### src/sv/tbt_pkg.sv
// tbt_pkg: shared types and constants of the thermocouple thermostat
// depends on nothing; imported by every module of the block
package tbt_pkg;

	// item kinds carried in s_tuser
	typedef enum logic [1:0] {
		OP_TURN   = 2'd0,
		OP_BUTTON = 2'd1,
		OP_SAMPLE = 2'd2,
		OP_TICK   = 2'd3
	} tbt_op_t;

	// configuration register indexes
	localparam logic [1:0] REG_MAX_TARGET = 2'd0;
	localparam logic [1:0] REG_HOLD_TICKS = 2'd1;
	localparam logic [1:0] REG_LED_LEVEL  = 2'd2;

	localparam logic [7:0]  MAX_TARGET_RST = 8'd200;
	localparam logic [15:0] HOLD_TICKS_RST = 16'd3000;
	localparam logic [7:0]  LED_LEVEL_RST  = 8'd10;

	// display digit codes
	localparam logic [3:0] DIG_DASH  = 4'hA;
	localparam logic [3:0] DIG_BLANK = 4'hF;

	// frame layout
	localparam int OPEN_BIT = 2;

	// display wraps at this many tenths
	localparam logic [13:0] TENTHS_WRAP = 14'd10000;

	typedef struct packed {
		tbt_op_t     op;
		logic        turn_down;
		logic [15:0] raw_frame;
	} tbt_item_t;

	typedef struct packed {
		logic [3:0] thousands;
		logic [3:0] hundreds;
		logic [3:0] tens;
		logic [3:0] ones;
		logic       point;
	} tbt_digits_t;

	typedef struct packed {
		logic        relay_on;
		logic [7:0]  led_red;
		logic [7:0]  led_green;
		logic [7:0]  led_blue;
		tbt_digits_t digits;
		logic [7:0]  target_value;
		logic        relay_allowed;
	} tbt_result_t;

endpackage

### src/sv/tbt_digits.sv
// tbt_digits: splits a tenths-of-a-degree value into four display digits
// uses tbt_pkg; reciprocal multiplies in place of dividers
module tbt_digits (
	input  logic [13:0]          tenths,
	output tbt_pkg::tbt_digits_t digits
);
	import tbt_pkg::*;

	logic [13:0] v;
	logic [27:0] prod_k;
	logic [26:0] prod_h;
	logic [26:0] prod_t;
	logic [3:0]  d0;
	logic [6:0]  h_all;
	logic [9:0]  t_all;
	logic [6:0]  d1_w;
	logic [9:0]  d2_w;
	logic [13:0] d3_w;

	// wrap at 1000.0 degrees, input never reaches twice the wrap
	assign v = (tenths >= TENTHS_WRAP) ? tenths - TENTHS_WRAP : tenths;

	// v/1000, v/100 and v/10 side by side, exact for v below 10000
	assign prod_k = {14'd0, v} * 28'd8389;
	assign prod_h = {13'd0, v} * 27'd5243;
	assign prod_t = {13'd0, v} * 27'd6554;

	assign d0    = prod_k[26:23];
	assign h_all = prod_h[25:19];
	assign t_all = prod_t[25:16];

	assign d1_w = h_all - {d0, 3'b000} - {2'b00, d0, 1'b0};
	assign d2_w = t_all - {h_all, 3'b000} - {2'b00, h_all, 1'b0};
	assign d3_w = v - {1'b0, t_all, 3'b000} - {3'b000, t_all, 1'b0};

	always_comb begin
		digits.thousands = (d0 != 4'd0) ? d0 : DIG_BLANK;
		digits.hundreds  = (d0 != 4'd0 || d1_w[3:0] != 4'd0) ? d1_w[3:0] : DIG_BLANK;
		digits.tens      = d2_w[3:0];
		digits.ones      = d3_w[3:0];
		digits.point     = 1'b1;
	end

endmodule

### src/sv/tbt_ctrl.sv
// tbt_ctrl: thermostat state, configuration registers and per-item update
// uses tbt_pkg and tbt_digits
module tbt_ctrl (
	input  logic                  clk,
	input  logic                  arst_n,
	input  logic                  cfg_we,
	input  logic [1:0]            cfg_idx,
	input  logic [15:0]           cfg_wdata,
	input  logic                  step,
	input  tbt_pkg::tbt_item_t    item,
	output tbt_pkg::tbt_result_t  result
);
	import tbt_pkg::*;

	logic [7:0]  max_target_q;
	logic [15:0] hold_ticks_q;
	logic [7:0]  led_level_q;

	logic [7:0]  target_q;
	logic        permit_q;
	logic [15:0] hold_q;
	logic        relay_q;
	logic [7:0]  red_q;
	logic [7:0]  green_q;
	logic [7:0]  blue_q;
	tbt_digits_t digits_q;

	logic [7:0]  target_step;
	logic [11:0] quarters;
	logic        probe_open;
	logic        holding;
	logic        heat;
	logic [13:0] tenths;
	tbt_digits_t split;

	always_ff @(posedge clk or negedge arst_n) begin
		if (!arst_n) begin
			max_target_q <= MAX_TARGET_RST;
			hold_ticks_q <= HOLD_TICKS_RST;
			led_level_q  <= LED_LEVEL_RST;
		end else if (cfg_we) begin
			unique case (cfg_idx)
				REG_MAX_TARGET: max_target_q <= cfg_wdata[7:0];
				REG_HOLD_TICKS: hold_ticks_q <= cfg_wdata;
				REG_LED_LEVEL:  led_level_q  <= cfg_wdata[7:0];
				default: ;
			endcase
		end
	end

	always_comb begin
		if (item.turn_down)
			target_step = (target_q == 8'd0) ? 8'd0 : target_q - 8'd1;
		else
			target_step = (target_q == 8'hFF) ? 8'hFF : target_q + 8'd1;
		if (target_step > max_target_q)
			target_step = max_target_q;
	end

	assign quarters   = item.raw_frame[14:3];
	assign probe_open = item.raw_frame[OPEN_BIT];
	assign holding    = (hold_q != 16'd0);
	assign heat       = ({2'b00, quarters} < {4'd0, target_q, 2'b00}) && permit_q;

	// target times ten while holding, else quarters times five halves
	assign tenths = holding
		? ({6'd0, target_q} << 3) + ({6'd0, target_q} << 1)
		: 14'(({3'd0, quarters, 2'b00} + {3'd0, 2'b00, quarters}) >> 1);

	tbt_digits u_digits (
		.tenths (tenths),
		.digits (split)
	);

	always_ff @(posedge clk or negedge arst_n) begin
		if (!arst_n) begin
			target_q <= 8'd0;
			permit_q <= 1'b0;
			hold_q   <= 16'd0;
			relay_q  <= 1'b0;
			red_q    <= 8'd0;
			green_q  <= 8'd0;
			blue_q   <= LED_LEVEL_RST;
			digits_q <= '{DIG_BLANK, DIG_BLANK, DIG_BLANK, DIG_BLANK, 1'b0};
		end else if (step) begin
			unique case (item.op)
				OP_TURN: begin
					target_q <= target_step;
					hold_q   <= hold_ticks_q;
				end
				OP_BUTTON: permit_q <= ~permit_q;
				OP_SAMPLE: begin
					if (holding) begin
						relay_q  <= 1'b0;
						red_q    <= led_level_q;
						green_q  <= led_level_q;
						blue_q   <= led_level_q;
						digits_q <= split;
					end else if (probe_open) begin
						relay_q  <= 1'b0;
						red_q    <= 8'd0;
						green_q  <= 8'd0;
						blue_q   <= 8'd0;
						digits_q <= '{DIG_DASH, DIG_DASH, DIG_DASH, DIG_DASH, 1'b0};
					end else begin
						relay_q  <= heat;
						red_q    <= heat ? led_level_q : 8'd0;
						green_q  <= 8'd0;
						blue_q   <= 8'd0;
						digits_q <= split;
					end
				end
				OP_TICK: if (holding) hold_q <= hold_q - 16'd1;
				default: ;
			endcase
		end
	end

	always_comb begin
		result.relay_on      = relay_q;
		result.led_red       = red_q;
		result.led_green     = green_q;
		result.led_blue      = blue_q;
		result.digits        = digits_q;
		result.target_value  = target_q;
		result.relay_allowed = permit_q;
	end

endmodule

### src/sv/thermocouple_bang_bang_thermostat_unit.sv
// thermocouple_bang_bang_thermostat_unit: top level of the thermostat
// uses tbt_pkg and tbt_ctrl
// a result beat goes valid once its input beat has passed the input register and then the result stage
// throughput: one beat per cycle while the result stream takes each result, as tbt_ctrl updates its state per beat
// the state registers double as the result register and hold still while a result waits
// reset: arst_n resets all control state at once, target 0, relay off, display blank, blue led at LED_LEVEL_RST
module thermocouple_bang_bang_thermostat_unit (
	input  logic        clk,
	input  logic        arst_n,
	// configuration write port
	input  logic        cfg_we,
	input  logic [1:0]  cfg_idx,
	input  logic [15:0] cfg_wdata,
	// input stream
	input  logic        s_tvalid,
	output logic        s_tready,
	input  logic [23:0] s_tdata,   // turn_down [0], raw_frame [16:1], zero pad [23:17]
	input  logic [1:0]  s_tuser,   // op [1:0]
	// result stream
	output logic        m_tvalid,
	input  logic        m_tready,
	// relay_on [0], led_red [8:1], led_green [16:9], led_blue [24:17],
	// digit_thousands [28:25], digit_hundreds [32:29], digit_tens [36:33],
	// digit_ones [40:37], point_on [41], target_value [49:42], relay_allowed [50],
	// zero pad [55:51]
	output logic [55:0] m_tdata,
	output logic        m_tuser    // display_update [0]
);
	import tbt_pkg::*;

	// input register stage
	logic      valid_s1;
	tbt_item_t item_s1;

	// result stage: valid and update flag, fields come straight from the state
	logic      valid_s2;
	logic      update_s2;

	logic        advance;
	logic        step;
	tbt_result_t result;

	// the pipeline moves whenever the result slot is empty or being emptied
	assign advance  = !valid_s2 || m_tready;
	assign step     = advance && valid_s1;
	assign s_tready = !valid_s1 || advance;

	always_ff @(posedge clk or negedge arst_n) begin
		if (!arst_n) begin
			valid_s1 <= 1'b0;
		end else if (s_tready) begin
			valid_s1 <= s_tvalid;
		end
	end

	// payload register, no reset needed
	always_ff @(posedge clk) begin
		if (s_tready && s_tvalid) begin
			item_s1.op        <= tbt_op_t'(s_tuser);
			item_s1.turn_down <= s_tdata[0];
			item_s1.raw_frame <= s_tdata[16:1];
		end
	end

	always_ff @(posedge clk or negedge arst_n) begin
		if (!arst_n) begin
			valid_s2  <= 1'b0;
			update_s2 <= 1'b0;
		end else if (advance) begin
			valid_s2  <= valid_s1;
			update_s2 <= (item_s1.op == OP_SAMPLE);
		end
	end

	// state, configuration and per-item update
	tbt_ctrl u_ctrl (
		.clk       (clk),
		.arst_n    (arst_n),
		.cfg_we    (cfg_we),
		.cfg_idx   (cfg_idx),
		.cfg_wdata (cfg_wdata),
		.step      (step),
		.item      (item_s1),
		.result    (result)
	);

	assign m_tvalid = valid_s2;
	assign m_tuser  = update_s2;
	assign m_tdata  = {5'd0,
		result.relay_allowed,
		result.target_value,
		result.digits.point,
		result.digits.ones,
		result.digits.tens,
		result.digits.hundreds,
		result.digits.thousands,
		result.led_blue,
		result.led_green,
		result.led_red,
		result.relay_on};

endmodule

### config.mk
export PLATFORM = sky130hd
export DESIGN_NAME = thermocouple_bang_bang_thermostat_unit
export DESIGN_NICKNAME = d
export VERILOG_FILES = /design/src/sv/tbt_pkg.sv /design/src/sv/tbt_digits.sv /design/src/sv/tbt_ctrl.sv /design/src/sv/thermocouple_bang_bang_thermostat_unit.sv
export SDC_FILE = /design/constraint.sdc
export NUM_CORES = 1
export LEC_CHECK = 0
export BUFFER_PORTS_ARGS = -buffer_cell sky130_fd_sc_hd__buf_2
export CAP_MARGIN = 20
export CORE_AREA = 2 2 205 207
export DETAILED_ROUTE_END_ITERATION = 10
export DIE_AREA = 0 0 207 209
export PLACE_DENSITY = 0.48
export SETUP_SLACK_MARGIN = 0.5
export SYNTH_ARGS = -nofsm -noshare
export SYNTH_HDL_FRONTEND = slang
export SYNTH_SLANG_ARGS = --single-unit
### constraint.sdc
create_clock -name clk -period 15.65 [get_ports clk]
set_input_delay 1.565 -clock clk [delete_from_list [all_inputs] [get_ports clk]]
set_output_delay 1.565 -clock clk [all_outputs]
set_load 0.01 [all_outputs]
# --- After elaboration in Yosys (flattened, before gate mapping) ---
# Index checks and enable logic that the tools add are counted.
# Widths: inputs -> output; s select.
word_totals:
  memories: 0
  out_inout_bits: 59
  romBits: 0
  ram_bits: 0
  latchBits: 0
  elab_cells: 87
  input_bits: 49
  reg_bits: 120
op_classes:
  n_eq_ne: 7
  mux: 18
  n_reduce_logical: 22
  n_div: 0
  n_mul: 3
  addsub: 12
  magnitude_cmp: 3
  n_bitwise: 1
  shift: 0
op_table:
  columns: ["cell", "count"]
  rows:
  - ["$mux 8", 8]
  - ["$mux 17", 2]
  - ["$pmux 16 s2", 1]
  - ["$mux 14", 2]
  - ["$mul 14x14->27 const B", 1]
  - ["$sub 4x4->4", 6]
  - ["$mul 14x13->23 const B", 1]
  - ["$mul 14x12->19 const B", 1]
  - ["$mux 16", 1]
  - ["$reduce_bool 16->1", 1]
  - ["$sub 16x1->16 const B", 1]
  - ["$add 14x12->15", 1]
  - ["$ge 14x14->1 const B", 1]
  - ["$sub 14x14->14 const B", 1]
  - ["$add 11x9->12", 1]
  - ["$lt 12x10->1", 1]
  - ["$reduce_and 2->1", 6]
  - ["$add 8x1->8 const B", 1]
  - ["$eq 8x8->1 const B", 1]
  - ["$gt 8x8->1", 1]
  - ["$logic_not 8->1", 1]
  - ["$mux 4", 2]
  - ["$reduce_bool 4->1", 2]
  - ["$sub 8x1->8 const B", 1]
  - ["other kinds (11)", 21]

# --- Logic depth before layout (Yosys ltp) ---
logic_depth:
  ltp_word: 12
  mapped_depth: 44
  ltp_nobuf: 41

# --- Hierarchy ---
# From an unflattened synthesis, not the netlist that was laid out.
unflattened:
  hier_cells: 1456
  hier_area_um2: 14097.3
by_module_without_submodules:
  columns: ["module", "n_inst", "seq_area_each_um2", "cells_per_inst", "area_each_um2"]
  rows:
  - ["tbt_digits", 1, 0.0, 839, 7704.9]
  - ["tbt_ctrl", 1, 2364.8, 581, 5637.9]
  - ["thermocouple_bang_bang_thermostat_unit", 1, 645.6, 36, 754.5]

# --- Worst setup path before layout ---
# Ideal clock, no wire load.
synth_timing:
  kind: "reg-to-reg"
  startpoint: "reg u_ctrl.hold_q[0]"
  endpoint: "reg u_ctrl.digits_q (netlist bit u_ctrl.result[21])"
  t_required_ps: 15567
  slack_ps: 6270
  period_less_slack_ps: 9380
  stages_incl_launch_ff: 39
  t_arrival_ps: 9297
  n_path_buf: 3
  setup_ps: 83
  cell_sequence: "dfrtp_1 inv_1 ha_1 or3b_4 nor4_2 nand2_2 buf_6 clkbuf_1 o21ai_0 inv_1 ha_1 nand3_1 o211ai_2 nand3_1 a21oi_2 buf_6 a221o_1 inv_1 (+3 left out) fa_1 inv_1 fa_1 fa_1 inv_1 ha_1 a21oi_1 o21ai_0 a211oi_1 a21oi_1 o21ai_0 nand2b_1 xnor2_1 ha_1 a21boi_0 xnor3_1 xnor2_2 o32a_1"
synth_between:
  elab_chain_len: 12
  word_cells_on_any_way: 15
  classes_between: "3 x add/sub; 2 x mul; 1 x order compare; 5 x mux; 4 x reduce/logical"
synth_rtl:
  columns: ["item", "line", "source"]
  rows:
  - ["start, declared", "tbt_ctrl.sv:21", "logic [15:0] hold_q;"]
  - ["start signal, assigned", "tbt_ctrl.sv:89", "hold_q <= hold_ticks_q;"]
  - ["start signal, assigned", "tbt_ctrl.sv:113", "OP_TICK: if (holding) hold_q <= hold_q - 16'd1;"]
  - ["$reduce_bool 16->1 *", "tbt_ctrl.sv:62", "assign holding = (hold_q != 16'd0);"]
  - ["$mux 14", "tbt_ctrl.sv:67", "? ({6'd0, target_q} << 3) + ({6'd0, target_q} << 1)"]
  - ["$sub 14x14->14 or $ge 14x14->1 (tied branches)", "tbt_digits.sv:21", "assign v = (tenths >= TENTHS_WRAP) ? tenths - TENTHS_WRAP : tenths;"]
  - ["$mux 14", "tbt_digits.sv:21", null]
  - ["$mul 14x13->23 or $mul 14x14->27 (tied branches)", "tbt_digits.sv:25, tbt_digits.sv:24", null]
  - ["$sub 4x4->4 (2 in a row)", "tbt_digits.sv:32", "assign d1_w = h_all - {d0, 3'b000} - {2'b00, d0, 1'b0};"]
  - ["$reduce_bool 4->1", "tbt_digits.sv:38", "digits.hundreds = (d0 != 4'd0 || d1_w[3:0] != 4'd0) ? d1_w[3:0] : DIG_BLANK;"]
  - ["$logic_or 1x1->1", "tbt_digits.sv:38", null]
  - ["$mux 4", "tbt_digits.sv:38", null]
  - ["$mux 17", "tbt_ctrl.sv:99", "end else if (probe_open) begin"]
  - ["$mux 17 *", "tbt_ctrl.sv:93", "if (holding) begin"]
  - ["end signal, assigned", "tbt_ctrl.sv:98", "digits_q <= split;"]
  - ["end signal, assigned", "tbt_ctrl.sv:104", "digits_q <= '{DIG_DASH, DIG_DASH, DIG_DASH, DIG_DASH, 1'b0};"]
  - ["end signal, assigned", "tbt_ctrl.sv:110", "digits_q <= split;"]
  - ["end, declared", "tbt_ctrl.sv:26", "tbt_digits_t digits_q;"]
# Every way passes the cells marked *; elsewhere a longest branch is shown, timed or not.
# A chain may end at the register's enable or synchronous reset.

# --- Final worst setup path ---
layout_timing:
  startpoint: "reg u_ctrl.hold_q[0]"
  endpoint: "reg u_ctrl.digits_q (netlist bit u_ctrl.result[17])"
layout_between:
  elab_chain_len: 9
  word_cells_on_any_way: 11
  classes_between: "3 x add/sub; 2 x mul; 1 x order compare; 4 x mux; 1 x reduce/logical"
layout_rtl:
  columns: ["item", "line", "source"]
  rows:
  - ["$reduce_bool 16->1 *", "tbt_ctrl.sv:62", null]
  - ["$mux 14", "tbt_ctrl.sv:67", null]
  - ["$sub 14x14->14 or $ge 14x14->1 (tied branches)", "tbt_digits.sv:21", null]
  - ["$mux 14", "tbt_digits.sv:21", null]
  - ["$mul 14x12->19 or $mul 14x13->23 (tied branches)", "tbt_digits.sv:26, tbt_digits.sv:25", null]
  - ["$sub 4x4->4 (2 in a row)", "tbt_digits.sv:33", "assign d2_w = t_all - {h_all, 3'b000} - {2'b00, h_all, 1'b0};"]
  - ["$mux 17", "tbt_ctrl.sv:99", null]
  - ["$mux 17 *", "tbt_ctrl.sv:93", null]
# Marks and branches as above.

==> impl_metrics.py <==
metrics = {
    "hold_path": {
        "whs_path_depth": 2,
        "min_path_type": "reg -> reg",
        "hold_start": "u_ctrl.result[24]$_DFFE_PN1P_",
        "min_to": "u_ctrl.result[24]$_DFFE_PN1P_",
    },
    "clocking": {
        "postCtsSetupBuffers": 0,
        "cts_root_buffer": "clkbuf_16",
        "cts_tree": "yes",
        "cts_resized": 0,
        "clockBufferDepth": 2,
        "clk_pin_slew_ps": 80,
        "cts_hold_buf": 0,
        "htreeDepth": 3,
        "clock_latency_ps": 370,
        "clock_sinks": 112,
        "cts_buffers": 9,
    },
    "synth": {
        "ys.warnings.count": 0,
        "synth_seq_cells": 112,
        "ys_seq_area_share_pct": 20.6,
        "synth_ff_type": "dfrtp_1",
        "ys_async_sr_fraction_pct": 85.7,
        "synth.distinct_cells": 83,
        "syn_area_per_cell_um2": 9.44,
        "synth_edf_count": 16,
        "synth_area_um2": 14100,
        "synthCells": 1498,
    },
    "finish": {
        "multi_input_area_um2": 10000,
        "final_nets": 1983,
        "drive_gt1_share_pct": 12.9,
        "final_cell_mix": "inv_1, ha_1, fa_1, buf_2, nand2_1",
        "seq_area_um2": 2920,
        "final_common_cell": "inv_1",
        "syn_to_final_growth_pct": 9.71,
        "fill_cells": 4230,
        "stdcell_count": 2116,
        "diodes": 0,
    },
    "global_route": {
        "grt_pass1_wl_um": 60900,
        "grt_pass1_vias": 10900,
        "grt_overflow": 0,
        "grt_util_met3_pct": 2.22,
        "grt_max_degree": 66,
        "antenna_found_initial": 0,
        "groute.layer.met2.usage_pct": 31.1,
        "track_usage_pct": 18.0,
        "busiest_layer": "met2",
        "grt_use_met1_pct": 23.6,
    },
    "critical_path": {
        "regToRegStartpoint": "u_ctrl.hold_q[0]$_DFFE_PN0P_",
        "reg2reg_depth": 34,
        "endpoint_kind": "register",
        "max_stage_delay_ps": 810,
        "crit_buf_inv": 3,
        "cpLargestDelayFamily": "adder cells",
        "worst-r2r-setup-slack_ps": 4640,
        "cp.required_ps": 15950,
        "path_common_cell": "ha_1",
        "crit_type": "reg -> reg",
        "cp_slowest_cell": "a21oi_1",
        "worstPathMaxFanout": 20,
        "r2r_end": "u_ctrl.result[17]$_DFFE_PN1P_",
        "crit_arrival_ps": 11310,
        "start_kind": "register",
    },
    "timing": {
        "setup_viol": 0,
        "final.period_utilization_pct": 70.3,
        "final.setup.tns_ps": 0,
        "hold_viol": 0,
        "relSlewSlack_pct": 23.4,
        "skew_ps": 15.6,
        "min_period_ps": 11010,
        "rsz0062_at_grt": "no",
        "slew_violations": 0,
        "worst_slew_pin_slew_ps": 1140,
        "fmax_mhz": 90.8,
    },
    "outcome": {
        "status": "finished, final reports clean",
    },
    "place": {
        "routabilityCongestion": 0.848,
        "port_buffers": 92,
        "dpl.cell_count": 2099,
        "hpwl_um": 31600,
    },
    "floorplanning": {
        "die_h_um": 209,
        "num_io_pins": 108,
        "design.core.area_um2": 41300,
        "num_rows": 75,
        "initial_core_util_pct": 34.3,
        "dieArea_um2": 43300,
        "fp.dieW_um": 207,
    },
    "run": {
        "cap_violations": 0,
    },
    "detailed_routing": {
        "drt-total-wl_um": 38300,
        "drt_iter0_markers": 489,
        "wire_per_inst_um": 18.1,
        "via_count": 10700,
        "drc": 0,
        "routed_via_density": 5.06,
        "ant_nets": 0,
        "firstDrtPassIters": 5,
    },
}
layer usage:
| layer | wire length, um | part of all wire, % |
|---|---|---|
| met1 | 17300 | 45 |
| met2 | 18800 | 49 |
| met3 | 1320 | 3.4 |
| met4 | 879 | 2.3 |
| met5 | 0 | 0 |
worst max-delay path by stage:
stage	from	endpoint	slack [ps]	cells past startpoint
2_1_floorplan	u_ctrl.hold_q[0]$_DFFE_PN0P_	u_ctrl.result[21]$_DFFE_PN1P_	6270	38
3_3_place_gp	u_ctrl.hold_q[0]$_DFFE_PN0P_	u_ctrl.result[21]$_DFFE_PN1P_	4610	35
3_5_place_dp	u_ctrl.hold_q[0]$_DFFE_PN0P_	u_ctrl.result[17]$_DFFE_PN1P_	4540	34
4_1_cts	u_ctrl.hold_q[0]$_DFFE_PN0P_	u_ctrl.result[17]$_DFFE_PN1P_	4480	34
5_1_grt	u_ctrl.hold_q[0]$_DFFE_PN0P_	u_ctrl.result[17]$_DFFE_PN1P_	3960	34
6_report	u_ctrl.hold_q[0]$_DFFE_PN0P_	u_ctrl.result[17]$_DFFE_PN1P_	4640	34
registers in the layout, indices dropped and copies added, names as in the netlist:
| name | flops |
|---|---|
| u_ctrl.result | 17 |
| item_s1 | 16 |
| u_ctrl.hold_q | 16 |
| u_ctrl.hold_ticks_q | 16 |
| u_ctrl.blue_q | 8 |
| u_ctrl.led_level_q | 8 |
| u_ctrl.max_target_q | 8 |
| u_ctrl.red_q | 8 |
| u_ctrl.target_q | 8 |
| u_ctrl.green_q | 2 |
| m_tuser | 1 |
| m_tvalid | 1 |
| u_ctrl.permit_q | 1 |
| u_ctrl.relay_q | 1 |
| valid_s1 | 1 |
through the flow:
step                utilization (%)  cell area [um2]  hold slack, ps  worst slack, ps
finish                         37.6            15500             464             4640
global route                   37.6            15500             483             3960
CTS                            37.5            15500             462             4480
detailed placement             36.7            15200             448             4540
global placement               36.6            15100             441             4610
floorplan                         -            14200             448             6270
worst min-delay path, cell delays in order, from the launching register on:
cell	delay (ps)
dfstp_2	380
nand2_1	50
nand2_1	40
final cells by class:
cell class | instances | area share, %
Timing Repair Buffer | 105 | 3.92
Sequential cell | 112 | 18.8
Multi-Input combinational cell | 1078 | 64.4
Inverter | 266 | 6.43
Clock inverter | 7 | 0.605
Clock buffer | 9 | 1.45
Tap cell | 539 | 4.35
kinds of logic (layout without fill, tap and decap cells):
family                     after synthesis  after routing  synth area share [%]
other                                    1              5                0.0265
xor gates and xnor gates                61             61                  4.33
DFF                                    112            112                  20.6
muxes                                   34             34                  2.69
AOI/OAI and AO/OA                      299            299                  13.7
buffers and inverters                  312            387                  8.80
adders and majority gates              362            362                  38.4
and+or+nand+nor                        317            317                  11.3
synth_stat cells, drive strengths merged, types with 11 or more instances:
library cell,number,area [um2]
or3,11,68.8
xnor2,40,380
a22o,14,123
edfxtp,16,480
buf,21,153
o21ai,76,384
dfstp,30,788
a21o,17,128
and2,14,87.6
and3,12,75.1
clkbuf,25,93.8
dfrtp,66,1650
a31oi,11,68.8
a21oi,81,409
nand2b,14,87.6
fa,121,2420
nor2,65,260
xor2,18,165
inv,265,995
mux2,26,297
nor3,31,160
nand2,89,337
nand3,32,160
ha,241,3020
a211oi,17,133
nor4,11,81.3
Power is not shown: default switching activity piles up to over one toggle a cycle in this logic, so the estimate is an artifact.
